[src/sv/rtcm3fp_pkg.sv]
// Package for the RTCM3 deframer: phase type, frame constants and the CRC24Q byte update.
// Used by the core and by its checker; depends on nothing.
package rtcm3fp_pkg;

	localparam logic [7:0]  PREAMBLE = 8'hD3;
	localparam logic [24:0] CRC_POLY = 25'h1864CFB;

	typedef enum logic [2:0] {
		PH_HUNT,
		PH_LEN_HI,
		PH_LEN_LO,
		PH_PAYLOAD,
		PH_CRC0,
		PH_CRC1,
		PH_CRC2
	} phase_t;

	function automatic logic [23:0] crc24q_byte(input logic [23:0] crc, input logic [7:0] b);
		logic [23:0] c;
		c = crc ^ {b, 16'h0000};
		for (int i = 0; i < 8; i++) begin
			if (c[23]) begin
				c = {c[22:0], 1'b0} ^ CRC_POLY[23:0];
			end else begin
				c = {c[22:0], 1'b0};
			end
		end
		return c;
	endfunction

endpackage

[src/sv/rtcm3_frame_parser_crc24q_core.sv]
// RTCM3 frame deframer with CRC24Q check, one byte per transaction.
// Depends on rtcm3fp_pkg for the phase type, constants and CRC update.
//
//   channel   direction   handshake               payload
//   in        sink        in_valid / in_stall     data_byte
//   out       source      out_valid / out_stall   frame_byte, marks, verdict fields
//   cfg       sink        cfg_we                  cfg_wdata (check_crc)
//
// Each byte passes an input register and a result register.
// One byte is taken every cycle while in_stall is low; the rate is set by the single CRC byte update per cycle.
// Reset returns the parser to preamble hunting with CRC checking disabled.
// A stall on the output holds the result; one more byte is buffered before in_stall rises.
module rtcm3_frame_parser_crc24q_core
	import rtcm3fp_pkg::*;
(
	input  logic        clk,
	input  logic        arst_n,
	input  logic        cfg_we,
	input  logic        cfg_wdata,
	input  logic        in_valid,
	output logic        in_stall,
	input  logic [7:0]  data_byte,
	output logic        out_valid,
	input  logic        out_stall,
	output logic [7:0]  frame_byte,
	output logic        first_of_frame,
	output logic        last_of_frame,
	output logic [11:0] message_number,
	output logic [9:0]  payload_length,
	output logic        crc_good,
	output logic        frame_accepted
);

	logic        check_crc_q;
	logic        valid_s1;
	logic [7:0]  byte_s1;
	logic        out_free;
	logic        advance;

	phase_t      phase_q, phase_d;
	logic [9:0]  frame_len_q, frame_len_d;
	logic [9:0]  count_q, count_d;
	logic [23:0] crc_q, crc_d;
	logic [15:0] rcv_hi_q, rcv_hi_d;
	logic [11:0] msg_id_q, msg_id_d;

	logic        res_valid;
	logic        res_first;
	logic        res_last;
	logic [11:0] res_msg;
	logic [9:0]  res_len;
	logic        res_good;
	logic        res_accept;
	logic [23:0] crc_next;
	logic [9:0]  count_inc;
	logic        good;

	assign out_free = !out_valid || !out_stall;
	assign advance  = valid_s1 && out_free;
	assign in_stall = valid_s1 && !out_free;

	always_ff @(posedge clk or negedge arst_n) begin
		if (!arst_n) begin
			check_crc_q <= 1'b0;
		end else if (cfg_we) begin
			check_crc_q <= cfg_wdata;
		end
	end

	always_ff @(posedge clk or negedge arst_n) begin
		if (!arst_n) begin
			valid_s1 <= 1'b0;
		end else if (!in_stall) begin
			valid_s1 <= in_valid;
		end
	end

	always_ff @(posedge clk) begin
		if (in_valid && !in_stall) begin
			byte_s1 <= data_byte;
		end
	end

	always_ff @(posedge clk or negedge arst_n) begin
		if (!arst_n) begin
			phase_q     <= PH_HUNT;
			frame_len_q <= '0;
			count_q     <= '0;
			crc_q       <= '0;
			rcv_hi_q    <= '0;
			msg_id_q    <= '0;
		end else if (advance) begin
			phase_q     <= phase_d;
			frame_len_q <= frame_len_d;
			count_q     <= count_d;
			crc_q       <= crc_d;
			rcv_hi_q    <= rcv_hi_d;
			msg_id_q    <= msg_id_d;
		end
	end

	assign crc_next  = crc24q_byte(crc_q, byte_s1);
	assign count_inc = count_q + 10'd1;
	assign good      = ({rcv_hi_q, byte_s1} == crc_q);

	always_comb begin
		phase_d     = phase_q;
		frame_len_d = frame_len_q;
		count_d     = count_q;
		crc_d       = crc_q;
		rcv_hi_d    = rcv_hi_q;
		msg_id_d    = msg_id_q;
		res_valid   = 1'b1;
		res_first   = 1'b0;
		res_last    = 1'b0;
		res_msg     = '0;
		res_len     = '0;
		res_good    = 1'b0;
		res_accept  = 1'b0;
		unique case (phase_q)
			PH_HUNT: begin
				if (byte_s1 == PREAMBLE) begin
					crc_d       = crc24q_byte(24'h000000, byte_s1);
					frame_len_d = '0;
					count_d     = '0;
					rcv_hi_d    = '0;
					msg_id_d    = '0;
					phase_d     = PH_LEN_HI;
					res_first   = 1'b1;
				end else begin
					res_valid = 1'b0;
				end
			end
			PH_LEN_HI: begin
				crc_d       = crc_next;
				frame_len_d = {byte_s1[1:0], 8'h00};
				phase_d     = PH_LEN_LO;
			end
			PH_LEN_LO: begin
				crc_d       = crc_next;
				frame_len_d = {frame_len_q[9:8], byte_s1};
				count_d     = '0;
				phase_d     = ({frame_len_q[9:8], byte_s1} == 10'd0) ? PH_CRC0 : PH_PAYLOAD;
			end
			PH_PAYLOAD: begin
				crc_d = crc_next;
				if (count_q == 10'd0) begin
					msg_id_d = {byte_s1, 4'h0};
				end else if (count_q == 10'd1) begin
					msg_id_d = {msg_id_q[11:4], byte_s1[7:4]};
				end
				count_d = count_inc;
				if (count_inc == frame_len_q) begin
					phase_d = PH_CRC0;
				end
			end
			PH_CRC0: begin
				rcv_hi_d = {byte_s1, 8'h00};
				phase_d  = PH_CRC1;
			end
			PH_CRC1: begin
				rcv_hi_d = {rcv_hi_q[15:8], byte_s1};
				phase_d  = PH_CRC2;
			end
			PH_CRC2: begin
				res_last   = 1'b1;
				res_msg    = (frame_len_q >= 10'd2) ? msg_id_q : 12'h000;
				res_len    = frame_len_q;
				res_good   = good;
				res_accept = good || !check_crc_q;
				phase_d    = PH_HUNT;
			end
			default: begin
				res_valid = 1'b0;
				phase_d   = PH_HUNT;
			end
		endcase
	end

	always_ff @(posedge clk or negedge arst_n) begin
		if (!arst_n) begin
			out_valid <= 1'b0;
		end else if (out_free) begin
			out_valid <= valid_s1 && res_valid;
		end
	end

	always_ff @(posedge clk) begin
		if (advance && res_valid) begin
			frame_byte     <= byte_s1;
			first_of_frame <= res_first;
			last_of_frame  <= res_last;
			message_number <= res_msg;
			payload_length <= res_len;
			crc_good       <= res_good;
			frame_accepted <= res_accept;
		end
	end

endmodule

[config.mk]
export PLATFORM = sky130hd
export DESIGN_NAME = rtcm3_frame_parser_crc24q_core
export DESIGN_NICKNAME = d
export VERILOG_FILES = /design/src/sv/rtcm3fp_pkg.sv /design/src/sv/rtcm3_frame_parser_crc24q_core.sv
export SDC_FILE = /design/constraint.sdc
export NUM_CORES = 1
export LEC_CHECK = 0
export BUFFER_PORTS_ARGS = -buffer_cell sky130_fd_sc_hd__buf_4
export CORE_UTILIZATION = 55
export CTS_BUF_LIST = sky130_fd_sc_hd__clkbuf_4
export DETAILED_ROUTE_END_ITERATION = 7
export MAX_ROUTING_LAYER = met4
export PLACE_DENSITY = 0.77
export REMOVE_ABC_BUFFERS = 1
export SLEW_MARGIN = 0
export SYNTH_ARGS = -nofsm -noshare
export SYNTH_HDL_FRONTEND = slang
export SYNTH_SLANG_ARGS = --single-unit
[constraint.sdc]
create_clock -name clk -period 4.1 [get_ports clk]
set_clock_uncertainty 0.2 [all_clocks]
set_input_delay 0.41 -clock clk [delete_from_list [all_inputs] [get_ports clk]]
set_output_delay 0.41 -clock clk [all_outputs]
set_load 0.01 [all_outputs]
## Word-level counts from Yosys, hierarchy flattened

Index checks and enable logic that the tools add are counted.

| word-level totals | value |
|---|---|
| register bits | 120 |
| bits of input ports | 14 |
| output and inout port bits | 36 |
| logic and storage cells | 137 |

| operators by class | value |
|---|---|
| add/subtract/negate cells | 1 |
| order comparisons | 1 |
| eq/ne operators | 14 |
| muxes and demuxes | 48 |
| bitwise operators | 19 |
| reductions and logical operators | 34 |

Operator list:

| operator | count |
|---|---|
| 2-to-1 mux 24 bit | 31 |
| inverter 13 bit | 16 |
| case mux 10 bit (3 select lines) | 2 |
| case mux 16 bit (3 select lines) | 1 |
| case mux 24 bit (2 select lines) | 1 |
| equality test 24 bit | 1 |
| 2-to-1 mux 12 bit | 2 |
| case mux 12 bit (2 select lines) | 1 |
| XOR 24 bit | 1 |
| zero test 10 bit | 2 |
| case mux 3 bit (6 select lines) | 1 |
| 2-to-1 mux 16 bit | 1 |
| AND reduction 4 bit | 4 |
| AND reduction 3 bit | 5 |
| adder 10 x 1 -> 10 bit, second input constant | 1 |
| equality test 10 x 1 -> 1 bit, second input constant | 1 |
| equality test 10 bit | 1 |
| greater-or-equal comparator 10 x 2 -> 1 bit, second input constant | 1 |
| 2-to-1 mux 10 bit | 1 |
| equality test 3 bit, second input constant | 3 |
| 2-to-1 mux 3 bit | 3 |
| nonzero test 3 bit | 3 |
| equality test 8 bit, second input constant | 1 |
| nonzero test 2 bit | 4 |
| 15 further kinds | 29 |

## Logic depth before layout (Yosys ltp)

Gate-level depths: netlist (run 1).

| logic depth | value |
|---|---|
| depth in word-level cells | 32 |
| depth in mapped cells | 9 |
| depth with buffers taken out | 8 |

## Worst setup path before layout (run 1)

Ideal clock, no wire load.

| timing path | value |
|---|---|
| path type | register to register |
| from | register byte_s1[0] |
| to | register crc_good (enable) |
| library setup time | 0.484 ns |
| arrival time | 3.699 ns |
| data required time | 3.416 ns |
| path slack | -0.283 ns |
| stages on the path, launching flop included | 5 |
| buffers on the path | 1 |
| period minus slack after synthesis | 4.383 ns |
| path through | edfxtp_1 -> clkbuf_1 -> and4_1 -> a21oi_1 -> a221oi_1 |

| between the ends | value |
|---|---|
| longest elaborated chain between the ends | 4 |

Ends and longest elaborated chain:

| what | line | text |
|---|---|---|
| start, declared | rtcm3_frame_parser_crc24q_core.sv:36 | `logic [7:0] byte_s1;` |
| start signal, assigned | rtcm3_frame_parser_crc24q_core.sv:80 | `byte_s1 <= data_byte;` |
| equality test 8 bit | rtcm3_frame_parser_crc24q_core.sv:122 | `if (byte_s1 == PREAMBLE) begin` |
| 2-to-1 mux 1 bit | rtcm3_frame_parser_crc24q_core.sv:122 |  |
| case mux 1 bit (2 select lines) | rtcm3_frame_parser_crc24q_core.sv:120 | `unique case (phase_q)` |
| logical AND 1 bit | rtcm3_frame_parser_crc24q_core.sv:189 | `if (advance && res_valid) begin` |
| end signal, assigned | rtcm3_frame_parser_crc24q_core.sv:195 | `crc_good <= res_good;` |
| end, declared | rtcm3_frame_parser_crc24q_core.sv:30 | `output logic crc_good,` |

No other way between the ends.
A chain may end at the register's enable or synchronous reset.

## Worst setup path in the final report (run 1)

| timing path | value |
|---|---|
| from | register byte_s1[7] |
| to | register crc_q[23] |

| between the ends | value |
|---|---|
| longest elaborated chain between the ends | 26 |
| elaborated cells between the ends (all ways) | 46 |
| those cells by class | 2 x eq/ne; 32 x mux; 11 x bitwise; 1 x reduce/logical |

Ends and longest elaborated chain:

| what | line | text |
|---|---|---|
| 2-to-1 mux 24 bit | rtcm3fp_pkg.sv:22 | `if (c[23]) begin` |
| 2-to-1 mux 24 bit | rtcm3_frame_parser_crc24q_core.sv:122 |  |
| 2-to-1 mux 24 bit | rtcm3_frame_parser_crc24q_core.sv:120 |  |
| 2-to-1 mux 24 bit or inverter 13 bit (tied branches) | -- |  |
| 2-to-1 mux 24 bit, on equally long branches | rtcm3_frame_parser_crc24q_core.sv:122, rtcm3fp_pkg.sv:22 |  |
| 2-to-1 mux 24 bit, on equally long branches | rtcm3_frame_parser_crc24q_core.sv:120, rtcm3_frame_parser_crc24q_core.sv:122 |  |
| inverter 13 bit (no source line) or 2-to-1 mux 24 bit (tied branches) | -- |  |
| 2-to-1 mux 24 bit | rtcm3fp_pkg.sv:22 |  |
| (+10 left out) | -- |  |
| 2-to-1 mux 24 bit | rtcm3_frame_parser_crc24q_core.sv:120 |  |
| 2-to-1 mux 24 bit or inverter 13 bit (tied branches) | -- |  |
| 2-to-1 mux 24 bit, on equally long branches | rtcm3_frame_parser_crc24q_core.sv:122, rtcm3fp_pkg.sv:22 |  |
| 2-to-1 mux 24 bit, on equally long branches | rtcm3_frame_parser_crc24q_core.sv:120, rtcm3_frame_parser_crc24q_core.sv:122 |  |
| inverter 13 bit (no source line) or 2-to-1 mux 24 bit (tied branches) | -- |  |
| 2-to-1 mux 24 bit | rtcm3fp_pkg.sv:22 |  |
| 2-to-1 mux 24 bit | rtcm3_frame_parser_crc24q_core.sv:122 |  |
| case mux 24 bit (2 select lines) | rtcm3_frame_parser_crc24q_core.sv:120 |  |
| end signal, assigned | rtcm3_frame_parser_crc24q_core.sv:96 | `crc_q <= crc_d;` |
| end, declared | rtcm3_frame_parser_crc24q_core.sv:43 | `logic [23:0] crc_q, crc_d;` |

Several ways; a longest one is shown, not always the timed one. The select of a mux whose other input is x is not followed.

==> insert_results.sql, run 1 <==
INSERT INTO impl_metrics (metric_group, metric, value, unit) VALUES
('layout', 'ff_latch_area', '0.003213', 'mm²'),
('synthesis', 'async_flop_share', '65.00', '%'),
('outcome', 'outcome', 'finished, final reports clean', ''),
('detailed_routing', 'drt_wl_total', '15.28', 'mm'),
('setup_path', 'ff2ff_setup_slack', '1.08', 'ns'),
('synthesis', 'synthDominantCellAreaShare', '30.21', '%'),
('placement', 'post-dp-hpwl', '10.41', 'mm'),
('floorplanning', 'chipHeight', '110.4', 'µm'),
('detailed_routing', 'routed-wl-met2', '7.507', 'mm'),
('synthesis', 'yosys.cell_count.top_type', 'sky130_fd_sc_hd__dfrtp_1', ''),
('setup_path', 'rr_worst_depth', '7', ''),
('timing', 'final.min_clock_period', '3.025', 'ns'),
('floorplanning', 'die_w', '110.4', 'µm'),
('synthesis', 'yosysWarningCount', '0', ''),
('timing', 'finalSetupTns', '0', 'ns'),
('layout', 'fillCellCount', '920', ''),
('timing', 'fin_worst_hold_slack', '0.3199', 'ns'),
('hold_path', 'hold_class', 'input pin to async pin', ''),
('detailed_routing', 'via_count', '4885', ''),
('synthesis', 'syn-instance-count', '635', ''),
('detailed_routing', 'detailroute.wirelength.met3', '918', 'µm'),
('layout', 'drive_gt1_share', '14.53', '%'),
('setup_path', 'longest_individual_stage_delay_on_the_worst_path', '0.84', 'ns'),
('grt', 'pin_count_of_the_biggest_net_entering_global_routing', '79', ''),
('synthesis', 'synthFlopType', 'sky130_fd_sc_hd__dfrtp_1', ''),
('detailed_routing', 'route.detailed.vias_per_inst', '5.829', ''),
('detailed_routing', 'detail_route.drc_violations', '0', ''),
('setup_path', 'path_max_fanout', '13', ''),
('setup_path', 'crit_path_start_kind', 'register', ''),
('timing', 'clock.fmax', '330.6', 'MHz'),
('power_and_ir_drop', 'leakagePower', '3.055', 'nW'),
('clock_network', 'cts_max_level', '4', ''),
('grt', 'first_global_vias', '4786', ''),
('layout', 'area_growth_syn_to_layout', '13.67', '%'),
('floorplanning', 'placeableCoreArea', '0.01142', 'mm²'),
('clock_network', 'cts_setup_buffers', '0', ''),
('timing', 'worst-slew-pin-transition', '1.029', 'ns'),
('setup_path', 'r2r_start', 'byte_s1[7]', ''),
('timing', 'drv_slew', '0', ''),
('clock_network', 'tritoncts', 'yes', ''),
('floorplanning', 'num_rows', '39', ''),
('floorplanning', 'num_io_pins', '50', ''),
('clock_network', 'cts-root-buf', 'sky130_fd_sc_hd__clkbuf_4', ''),
('clock_network', 'clk-insertion-delay-late', '0.54', 'ns'),
('flow_run', 'cap_viol_max_count', '0', ''),
('setup_path', 'timing.critical_path.required', '4.36', 'ns'),
('detailed_routing', 'drtAntennaViolNets', '0', ''),
('synthesis', 'portion_of_the_post_synthesis_area_used_by_sequential_elements', '49.73', '%'),
('timing', 'maxSlewHeadroom', '30.89', '%'),
('grt', 'globalRoute.totalOverflow', '0', ''),
('power_and_ir_drop', 'ir_drop', '1.031', 'mV'),
('placement', 'placedInstanceArea', '0.006913', 'mm²'),
('placement', 'globalplace.congestion', '0.9739', ''),
('clock_network', 'cts_buf_count', '17', ''),
('timing', 'final_hold_viol_count', '0', ''),
('detailed_routing', 'drt_first_pass_iters', '5', ''),
('setup_path', 'worst-setup-path-type', 'register to register', ''),
('synthesis', 'synth.lib_cells_used.distinct', '54', ''),
('placement', 'placement.io_buffers', '49', ''),
('grt', 'globalRouteTotalUtil', '28.30', '%'),
('timing', 'rsz_0062_raised_after_global_routing', 'no', ''),
('synthesis', 'synth.largest_area_cell', 'sky130_fd_sc_hd__dfrtp_1', ''),
('setup_path', 'rr_endpoint', 'crc_q[23]', ''),
('synthesis', 'ys_ff_latch', '120', ''),
('clock_network', 'deepest_clock_path_buffer_count', '2', ''),
('synthesis', 'synthesis.area', '0.006461', 'mm²'),
('synthesis', 'ys_top_cells_by_area', 'sky130_fd_sc_hd__dfrtp_1 30%, sky130_fd_sc_hd__edfxtp_1 20%, sky130_fd_sc_hd__xnor2_1 8.0%', ''),
('synthesis', 'syn_area_per_cell', '10.18', 'µm²'),
('detailed_routing', 'highest-signal-layer', 'met4', ''),
('setup_path', 'end_kind', 'register', ''),
('layout', 'stdcell_area', '0.007345', 'mm²');
## critical path: cells and delay by family (launching register included)
kind                      cells  cell delay (ns)
xor gates and xnor gates      6             1.73
AOI/OAI and AO/OA             1             0.18
DFF                           1             0.84
## metal layers
| metal | global-route usage [%] | vias to the layer above |
|---|---|---|
| met4 | 12.97 | 0 |
| met2 | 43.79 | 183 |
| met5 | - | - |
| met1 | 35.68 | 2380 |
| li1 | - | 2292 |
| met3 | 6.114 | 30 |
## cell usage in the layout (no fill, tap or decap), drive strengths merged, types with 2 or more instances in the layout
cell type    netlist  final
nor4              11     11
a21o               2      2
inv               15     22
nand3             22     22
and3               3      3
xnor2             63     63
a21oi             18     18
o2111ai            2      2
nor2              39     39
xnor3              3      3
nor2b              3      3
or2                2      2
nand2b             7      7
edfxtp            42     42
a211o              2      2
nor3b              3      3
a22o              17     17
and2              24     24
ha                 5      5
clkinvlp           0      2
bufinv             0      2
nor3               7      7
o31ai              8      8
a31oi             10     10
xor2              51     51
dfrtp             78     78
nand2             70     70
mux2i              5      5
dlygate4sd3        0     14
a211oi             2      2
o21ai             61     61
nand4              4      4
clkinv             1      5
buf               11     55
clkbuf            30     17
## cell type report
cell class                      count  share of cell area, %
Multi-Input combinational cell    458                  41.50
Timing Repair Buffer               69                  7.530
Sequential cell                   120                  43.75
Clock inverter                     15                  2.232
Clock buffer                       17                  1.738
Inverter                           16                 0.8177
Tap cell                          143                  2.436
## sequential cells by signal, indices dropped and copies added (netlist names)
| signal | flops |
|---|---|
| crc_q | 24 |
| rcv_hi_q | 16 |
| message_number | 12 |
| msg_id_q | 12 |
| count_q | 10 |
| frame_len_q | 10 |
| payload_length | 10 |
| byte_s1 | 8 |
| frame_byte | 8 |
| phase_q | 3 |
| check_crc_q | 1 |
| crc_good | 1 |
| first_of_frame | 1 |
| frame_accepted | 1 |
| last_of_frame | 1 |
| out_valid | 1 |
| valid_s1 | 1 |
## repair_timing
action / CTS / global route
endpoints found under the setup margin: 0 / 0
gates resized for setup: 0 / 0
hold buffers: 14 / 0
hold endpoints to repair: 89 / 0
## cells by family after synthesis
kind of cell / count (synthesis) / share of synthesized area [%]
buffers and inverters: 57 / 3.466
flip-flops: 120 / 49.73
adder cells (fa/ha/maj): 5 / 0.9682
AO/OA/AOI/OAI: 131 / 12.59
multiplexers: 6 / 0.9489
XOR/XNOR: 117 / 17.62
AND/OR/NAND/NOR: 199 / 14.68
## where the power goes
| group | total [mW] | switching [mW] | internal [mW] |
|---|---|---|---|
| Sequential | 2.23 | 0.538 | 1.69 |
| Clock | 0.879 | 0.505 | 0.374 |
| Combinational | 3.63 | 1.91 | 1.72 |
| Total | 6.74 | 2.95 | 3.79 |
## how the worst max path moves through the flow
stage	endpoint	depth (start not counted)	startpoint	slack (ns)
after floorplan	crc_good	4	byte_s1[7]	-0.40
after global placement	crc_q[0]	7	byte_s1[2]	1.26
after detailed placement	crc_q[23]	7	byte_s1[7]	1.11
after CTS	crc_q[23]	7	byte_s1[7]	1.08
after global routing	crc_q[14]	7	byte_s1[7]	0.84
final	crc_q[23]	7	byte_s1[7]	1.08
## metrics by stage
stage               instances  power [mW]  setup WS (ns)
floorplan                 594       4.923        -0.4039
global placement          792       5.705          1.255
detailed placement        792       5.840          1.109
CTS                       838       6.753          1.076
global route              838       7.193         0.8409
finish                    838       6.745          1.075
(Power assumes the default switching activity.)
==> inputs of run 2 (changes only) <==
Settings changed: ABC_AREA set to 1, PLACE_DENSITY 0.77 to 0.74.
Clock period 4.1 ns to 2.9 ns, I/O delays scaled along.
==> run 2 against run 1 <==
Synthesized cell count up 16%. Register-to-register slack worse by 0.91 ns. Sequential power up 33%. Via count up 15%. Total power up 41%. Critical path depth up 8. Clock power up 31%. Sequential share of layout area down 2.6 points. The flow now finishes with violations (DRC). Largest cell class unchanged.
==> insert_results.sql, run 2 <==
INSERT INTO impl_metrics (metric_group, metric, value, unit) VALUES
('outcome', 'outcome', 'finished, violations left', ''),
('outcome', 'violations', 'DRC', ''),
('timing', 'final.min_clock_period', '2.738', 'ns'),
('power_and_ir_drop', 'pwr-share-seq', '31.4', '%'),
('layout', 'final_common_cell', 'sky130_fd_sc_hd__nand2_1', ''),
('synthesis', 'async_flop_share', '65.00', '%'),
('layout', 'stdcell_area', '0.007805', 'mm²'),
('placement', 'post-dp-hpwl', '13.25', 'mm'),
('synthesis', 'synthFlopType', 'sky130_fd_sc_hd__dfrtp_1', ''),
('synthesis', 'yosys.cell_count.top_type', 'sky130_fd_sc_hd__nand2_1', ''),
('detailed_routing', 'route.detailed.vias_per_inst', '5.628', ''),
('grt', 'globalRoute.totalOverflow', '0', ''),
('synthesis', 'synth_top_family_by_area', 'simple AND/OR/NAND/NOR gates', ''),
('setup_path', 'crit_buf_inv', '1', ''),
('detailed_routing', 'drt_wl_total', '17.85', 'mm'),
('power_and_ir_drop', 'p_sw', '4.485', 'mW'),
('synthesis', 'simple_gate_area_share_of_the_yosys_netlist', '22.48', '%'),
('synthesis', 'syn-instance-count', '739', ''),
('power_and_ir_drop', 'switching_share', '47.30', '%'),
('power_and_ir_drop', 'internal_power', '4.997', 'mW'),
('floorplanning', 'placeableCoreArea', '0.01161', 'mm²'),
('layout', 'ff_latch_area', '0.003213', 'mm²'),
('timing', 'fin_worst_hold_slack', '0.09443', 'ns'),
('detailed_routing', 'initialDrtViolationCount', '577', ''),
('synthesis', 'synth.lib_cells_used.distinct', '48', ''),
('synthesis', 'synth_enable_flop_cells', '42', ''),
('power_and_ir_drop', 'power_density', '1215', 'mW/mm²'),
('synthesis', 'post_synth_fa_ha_maj_area_fraction', '0.9423', '%'),
('power_and_ir_drop', 'ir_drop', '0.6167', 'mV'),
('clock_network', 'cts_max_level', '4', ''),
('clock_network', 'cts-root-buf', 'sky130_fd_sc_hd__clkbuf_4', ''),
('synthesis', 'synthesis.area', '0.006639', 'mm²'),
('timing', 'finalSetupViolations', '0', ''),
('clock_network', 'clk_pin_slew', '0.10', 'ns'),
('layout', 'commonest_non_fill_non_tap_cells_in_the_layout', '115 x sky130_fd_sc_hd__nand2_1, 102 x sky130_fd_sc_hd__inv_1, 84 x sky130_fd_sc_hd__buf_4, 78 x sky130_fd_sc_hd__dfrtp_1, 64 x sky130_fd_sc_hd__nand3_1', ''),
('synthesis', 'synth.largest_area_cell', 'sky130_fd_sc_hd__dfrtp_1', ''),
('grt', 'globalRouteTotalUtil', '32.01', '%'),
('floorplanning', 'chipHeight', '111.9', 'µm'),
('floorplanning', 'initial_utilization', '57.16', '%'),
('clock_network', 'deepest_clock_path_buffer_count', '2', ''),
('layout', 'largest-register', 'crc_q', ''),
('synthesis', 'ys_top_cells_by_area', 'sky130_fd_sc_hd__dfrtp_1 29%, sky130_fd_sc_hd__edfxtp_1 19%, sky130_fd_sc_hd__xor2_1 7.1%', ''),
('layout', 'largest_regs', 'crc_q (24), rcv_hi_q (16)', ''),
('layout', 'multiInputGateArea', '0.002934', 'mm²'),
('setup_path', 'end_kind', 'register', ''),
('clock_network', 'clock_sinks', '120', ''),
('layout', 'layout.cells.non_filler', '995', ''),
('layout', 'finalNetCount', '857', ''),
('timing', 'clock.fmax', '365.2', 'MHz'),
('timing', 'worst-slew-pin-transition', '0.6468', 'ns'),
('power_and_ir_drop', 'leakagePower', '3.624', 'nW'),
('layout', 'number_of_flip_flops_in_the_largest_register', '24', ''),
('setup_path', 'worst-setup-path-type', 'register to register', ''),
('clock_network', 'tritoncts', 'yes', ''),
('power_and_ir_drop', 'pwr-share-clk', '12.1', '%'),
('timing', 'maxSlewHeadroom', '56.88', '%'),
('setup_path', 'cell_type_of_the_slowest_stage_on_the_worst_timing_path', 'sky130_fd_sc_hd__edfxtp_1', ''),
('setup_path', 'worstPathCellList', 'buf_4, nand2_1, nand2_4, nand2_4, nand2_4, nand2_4, nand3_2, nand3_2, nand3_1, nand3_2, nand3_2, nand2_4, nand2_1, nand3_1, a21oi_2', ''),
('synthesis', 'yosysWarningCount', '0', ''),
('timing', 'finalSetupTns', '0', 'ns'),
('synthesis', 'yosys-top-cells-count', '115 x sky130_fd_sc_hd__nand2_1, 102 x sky130_fd_sc_hd__inv_1, 78 x sky130_fd_sc_hd__dfrtp_1, 68 x sky130_fd_sc_hd__nand3_1, 59 x sky130_fd_sc_hd__nor2_1', ''),
('clock_network', 'clk-insertion-delay-late', '0.56', 'ns'),
('placement', 'placedInstanceArea', '0.007342', 'mm²'),
('flow_run', 'cap_viol_max_count', '0', ''),
('floorplanning', 'num_rows', '39', ''),
('timing', 'final_hold_viol_count', '0', ''),
('detailed_routing', 'drt_first_pass_iters', '8', ''),
('grt', 'pin_count_of_the_biggest_net_entering_global_routing', '49', ''),
('synthesis', 'synthDominantCellAreaShare', '29.40', '%'),
('setup_path', 'longest_individual_stage_delay_on_the_worst_path', '0.54', 'ns'),
('setup_path', 'critPathArrivalTime', '2.97', 'ns'),
('setup_path', 'path_delay_family', 'simple AND/OR/NAND/NOR gates', ''),
('detailed_routing', 'drtAntennaViolNets', '0', ''),
('synthesis', 'syn_area_per_cell', '8.984', 'µm²'),
('detailed_routing', 'via_count', '5600', ''),
('timing', 'drv_slew', '0', ''),
('synthesis', 'ys_ff_latch', '120', ''),
('floorplanning', 'design.die.area', '0.01251', 'mm²'),
('detailed_routing', 'wire_per_inst', '17.94', 'µm'),
('setup_path', 'path_max_fanout', '6', ''),
('layout', 'fillCellCount', '936', ''),
('synthesis', 'synth-compound-area-share', '9.687', '%'),
('power_and_ir_drop', 'relative_contribution_of_combinational_cells_to_total_power', '56.6', '%'),
('floorplanning', 'die_w', '111.9', 'µm'),
('layout', 'drive_gt1_share', '19.51', '%'),
('setup_path', 'timing.critical_path.depth', '15', ''),
('placement', 'placement.io_buffers', '49', ''),
('synthesis', 'synth_xor_xnor_area_share', '10.31', '%'),
('timing', 'layout_worst_path_cycle_share', '94.42', '%'),
('power_and_ir_drop', 'power.total', '9.483', 'mW'),
('setup_path', 'rr_worst_depth', '15', ''),
('setup_path', 'crit_path_start_kind', 'register', ''),
('detailed_routing', 'detail_route.drc_violations', '8', ''),
('floorplanning', 'num_io_pins', '50', ''),
('setup_path', 'timing.critical_path.mode_cell', 'sky130_fd_sc_hd__nand2_4', ''),
('synthesis', 'portion_of_the_post_synthesis_area_used_by_sequential_elements', '48.40', '%'),
('grt', 'grt_pass1_wl', '28.90', 'mm'),
('grt', 'grt_antenna_before_repair', '1', ''),
('clock_network', 'cts_buf_count', '17', ''),
('placement', 'globalplace.congestion', '1.012', ''),
('grt', 'first_global_vias', '5471', ''),
('placement', 'placed_cells_incl_taps', '945', ''),
('hold_path', 'hold_class', 'input pin to async pin', ''),
('setup_path', 'timing.critical_path.required', '3.13', 'ns'),
('synthesis', 'synth_mux_area_share', '0.3204', '%'),
('layout', 'area_growth_syn_to_layout', '17.57', '%');
## run 2: cell types whose count changed after synthesis, sizes merged, moves of 23 or more
cell / before / now
o22ai: 1 / 30
xnor2: 63 / 17
and2: 24 / 0
nand2: 70 / 134
nand3: 22 / 75
nor2: 39 / 62
inv: 15 / 110
## run 2: kinds of logic (layout without fill, tap and decap cells)
group | Yosys count | count (layout)
simple gates | 303 | 303
buf+inv | 129 | 241
flops | 120 | 120
compound gates | 107 | 107
xor+xnor | 73 | 73
fa+ha+maj | 5 | 5
mux | 2 | 2
other cells | 0 | 1
## run 2: worst reg2reg max path: cells and delay by family, from the launching register on
kind            cells  cell delay [ns]
simple gates       13             1.62
buf+inv             1             0.20
flops               1             0.54
compound gates      1             0.07
## run 2: cell type report
class | count | area share [%]
Timing Repair Buffer | 99 | 10.13
Multi-Input combinational cell | 490 | 37.59
Sequential cell | 120 | 41.17
Tap cell | 143 | 2.292
Clock inverter | 14 | 1.699
Antenna cell | 1 | 0.03206
Clock buffer | 18 | 1.731
Inverter | 110 | 5.354
## run 2: path summary, 6_finish.rpt
check	start	endpoint	slack (ns)
max	byte_s1[7]	crc_q[3]	0.16
min	arst_n	valid_s1	0.09
max reg2reg	byte_s1[7]	crc_q[3]	0.16
min reg2reg	msg_id_q[3]	msg_id_q[3]	0.33
max in group asynchronous	arst_n	crc_q[15]	1.70
min in group clk	data_byte[5]	byte_s1[5]	0.26
## run 2: power groups by stage
| stage | clock (mW) | sequential [mW] | combinational (mW) |
|---|---|---|---|
| floorplan | 0 | 3.00 | 3.39 |
| global placement | 0 | 2.98 | 5.11 |
| detailed placement | 0 | 3.00 | 5.18 |
| CTS | 1.16 | 2.97 | 5.23 |
| global route | 1.23 | 3.04 | 5.88 |
| finish | 1.15 | 2.97 | 5.36 |
## run 2: what timing repair did
item                                    CTS  global route
endpoints found under the hold margin    57             0
endpoints found under the setup margin    0             7
setup buffers                             0             3
resized for setup                         0             6
hold buffers                             14             0
## run 2: through the flow
stage,setup slack [ns],util (%)
2_1_floorplan,-0.03028,-
3_3_place_gp,0.2938,63.22
3_5_place_dp,0.1924,63.22
4_1_cts,0.1717,66.73
5_1_grt,-0.01405,67.21
6_report,0.1618,67.21
## run 2: per-layer routing
metal / GRT usage, % / wire length [µm] / share of wire (%) / up-vias
met5: - / 0 / 0 / -
met4: 12.52 / 504 / 2.8 / 0
met3: 6.369 / 1503 / 8.4 / 43
met2: 46.00 / 7855 / 44 / 268
met1: 44.63 / 7984 / 45 / 2647
li1: - / - / - / 2642
==> inputs of run 3 (changes only) <==
Settings changed: SETUP_SLACK_MARGIN set to 0.3, SKIP_CTS_REPAIR_TIMING set to 1.
==> run 3 against run 2 <==
The run still ends with DRC left. Global-route usage down 0.38 points. Clock-buffer cell count unchanged. First-iteration DRC count rose by 20%. Non-clock buffer count grew 23. Largest cell class is now multi-input gates. Register-to-register slack better by 0.15 ns. Largest power group unchanged. Final area grew 6.3%. Sequential share of layout area down 2.4 points. Combinational power increased by 15%. Worst setup slack gained 0.15 ns. Highest routed layer unchanged.
==> insert_results.sql, run 3 (same netlist as run 2, synthesis figures left out) <==
INSERT INTO impl_metrics (metric_group, metric, value, unit) VALUES
('layout', 'layout.cells.non_filler', '1018', ''),
('floorplanning', 'chipHeight', '111.9', 'µm'),
('grt', 'globalRouteTotalUtil', '31.63', '%'),
('detailed_routing', 'via_count', '5775', ''),
('setup_path', 'end_kind', 'register', ''),
('detailed_routing', 'initialDrtViolationCount', '691', ''),
('floorplanning', 'initial_utilization', '57.16', '%'),
('power_and_ir_drop', 'ir_drop', '0.6331', 'mV'),
('placement', 'post-dp-hpwl', '13.25', 'mm'),
('clock_network', 'clock_sinks', '120', ''),
('grt', 'globalRoute.totalOverflow', '0', ''),
('placement', 'placed_cells_incl_taps', '945', ''),
('timing', 'final.min_clock_period', '2.588', 'ns'),
('clock_network', 'tritoncts', 'yes', ''),
('clock_network', 'cts_buf_count', '17', ''),
('floorplanning', 'design.die.area', '0.01251', 'mm²'),
('detailed_routing', 'drtAntennaViolNets', '0', ''),
('setup_path', 'worst-setup-path-type', 'register to register', ''),
('timing', 'finalSetupViolations', '0', ''),
('power_and_ir_drop', 'power.total', '10.30', 'mW'),
('clock_network', 'clk-insertion-delay-late', '0.56', 'ns'),
('layout', 'largest_regs', 'crc_q (24), rcv_hi_q (16)', ''),
('setup_path', 'critPathArrivalTime', '2.87', 'ns'),
('flow_run', 'cap_viol_max_count', '0', ''),
('timing', 'maxSlewHeadroom', '55.92', '%'),
('outcome', 'outcome', 'finished, violations left', ''),
('placement', 'placement.io_buffers', '49', ''),
('detailed_routing', 'route.detailed.vias_per_inst', '5.673', ''),
('timing', 'finalSetupTns', '0', 'ns'),
('setup_path', 'path_max_fanout', '9', ''),
('detailed_routing', 'drt_first_pass_iters', '8', ''),
('hold_path', 'hold_class', 'input pin to async pin', ''),
('grt', 'grt_pass1_wl', '28.52', 'mm'),
('timing', 'worst-slew-pin-transition', '0.6577', 'ns'),
('layout', 'finalNetCount', '880', ''),
('detailed_routing', 'wire_per_inst', '18.32', 'µm'),
('grt', 'pin_count_of_the_biggest_net_entering_global_routing', '49', ''),
('detailed_routing', 'detail_route.drc_violations', '7', ''),
('clock_network', 'clk_pin_slew', '0.12', 'ns'),
('grt', 'grt_antenna_before_repair', '1', ''),
('layout', 'largest-register', 'crc_q', ''),
('clock_network', 'cts_max_level', '4', ''),
('clock_network', 'cts-root-buf', 'sky130_fd_sc_hd__clkbuf_4', ''),
('floorplanning', 'num_io_pins', '50', ''),
('timing', 'layout_worst_path_cycle_share', '89.23', '%'),
('clock_network', 'deepest_clock_path_buffer_count', '2', ''),
('setup_path', 'timing.critical_path.required', '3.18', 'ns'),
('timing', 'drv_slew', '0', ''),
('timing', 'clock.fmax', '386.4', 'MHz'),
('floorplanning', 'die_w', '111.9', 'µm'),
('layout', 'commonest_non_fill_non_tap_cells_in_the_layout', '104 x sky130_fd_sc_hd__buf_4, 102 x sky130_fd_sc_hd__nand2_1, 100 x sky130_fd_sc_hd__inv_1, 76 x sky130_fd_sc_hd__dfrtp_1, 59 x sky130_fd_sc_hd__nor2_1', ''),
('timing', 'fin_worst_hold_slack', '0.09642', 'ns'),
('power_and_ir_drop', 'power_density', '1242', 'mW/mm²'),
('timing', 'final_hold_viol_count', '0', ''),
('floorplanning', 'num_rows', '39', ''),
('power_and_ir_drop', 'leakagePower', '3.789', 'nW'),
('layout', 'area_growth_syn_to_layout', '24.97', '%'),
('placement', 'globalplace.congestion', '1.012', ''),
('setup_path', 'rr_worst_depth', '7', ''),
('detailed_routing', 'drt_wl_total', '18.65', 'mm'),
('layout', 'final_common_cell', 'sky130_fd_sc_hd__buf_4', ''),
('timing', 'rsz_0062_raised_after_global_routing', 'yes', ''),
('grt', 'first_global_vias', '5385', ''),
('layout', 'drive_gt1_share', '25.86', '%'),
('setup_path', 'crit_path_start_kind', 'register', ''),
('floorplanning', 'placeableCoreArea', '0.01161', 'mm²'),
('outcome', 'violations', 'DRC', ''),
('layout', 'fillCellCount', '871', ''),
('layout', 'number_of_flip_flops_in_the_largest_register', '24', '');
[run 3: cell types whose count changed in the layout (fill, tap and decap cells not counted), sizes merged]
cell / previous run / this run
inv: 111 / 110
buf: 85 / 108
clkinvlp: 4 / 5
[run 3: worst paths after layout]
check                              from  slack, ns      endpoint
min                              arst_n        0.1      valid_s1
max in group asynchronous        arst_n       1.69     crc_q[15]
min reg2reg                 msg_id_q[3]       0.33   msg_id_q[3]
max                          byte_s1[7]       0.31  rcv_hi_q[15]
max reg2reg                  byte_s1[7]       0.31  rcv_hi_q[15]
min in group clk           data_byte[5]       0.25    byte_s1[5]
[run 3: metal layers]
layer | global-route usage (%) | part of all wire, % | up-vias
li1 | - | - | 2692
met1 | 44.31 | 43 | 2750
met2 | 44.97 | 45 | 288
met3 | 6.369 | 9.1 | 45
met4 | 12.79 | 2.8 | 0
met5 | - | 0 | -
[run 3: final cells by class]
class                      count  area (µm²)  area share (%)
antenna                        1       2.502         0.03016
clock buffer                  18       135.1           1.629
clock inverter                14       132.6           1.599
inverter                     110       424.2           5.112
multi-input combinational    490        3233           38.97
sequential                   120        3216           38.76
tap                          143       178.9           2.157
timing repair buffer         122       974.7           11.75
[run 3: worst max-delay path, cell delays in order (launching register included)]
cell                       delay (ns)
sky130_fd_sc_hd__edfxtp_1        0.52
sky130_fd_sc_hd__ha_1            0.21
sky130_fd_sc_hd__nand3_1         0.11
sky130_fd_sc_hd__nor4_4          0.22
sky130_fd_sc_hd__nor3_2          0.12
sky130_fd_sc_hd__nor3_2          0.52
sky130_fd_sc_hd__nand2_1         0.38
sky130_fd_sc_hd__o22ai_1         0.23
[run 3: stage by stage]
| step | cell area [µm²] | util, % | worst slack, ns |
|---|---|---|---|
| floorplan | 6535 | - | -0.03028 |
| global placement | 7342 | 63.22 | 0.2938 |
| detailed placement | 7342 | 63.22 | 0.1924 |
| CTS | 7610 | 65.52 | 0.1717 |
| global route | 8297 | 71.44 | 0.1169 |
| finish | 8297 | 71.44 | 0.3122 |
[run 3: power by group]
part / internal, mW / total, mW / switching (mW)
combinational: 2.38 / 6.19 / 3.81
sequential: 2.48 / 2.97 / 0.487
clock: 0.507 / 1.15 / 0.639
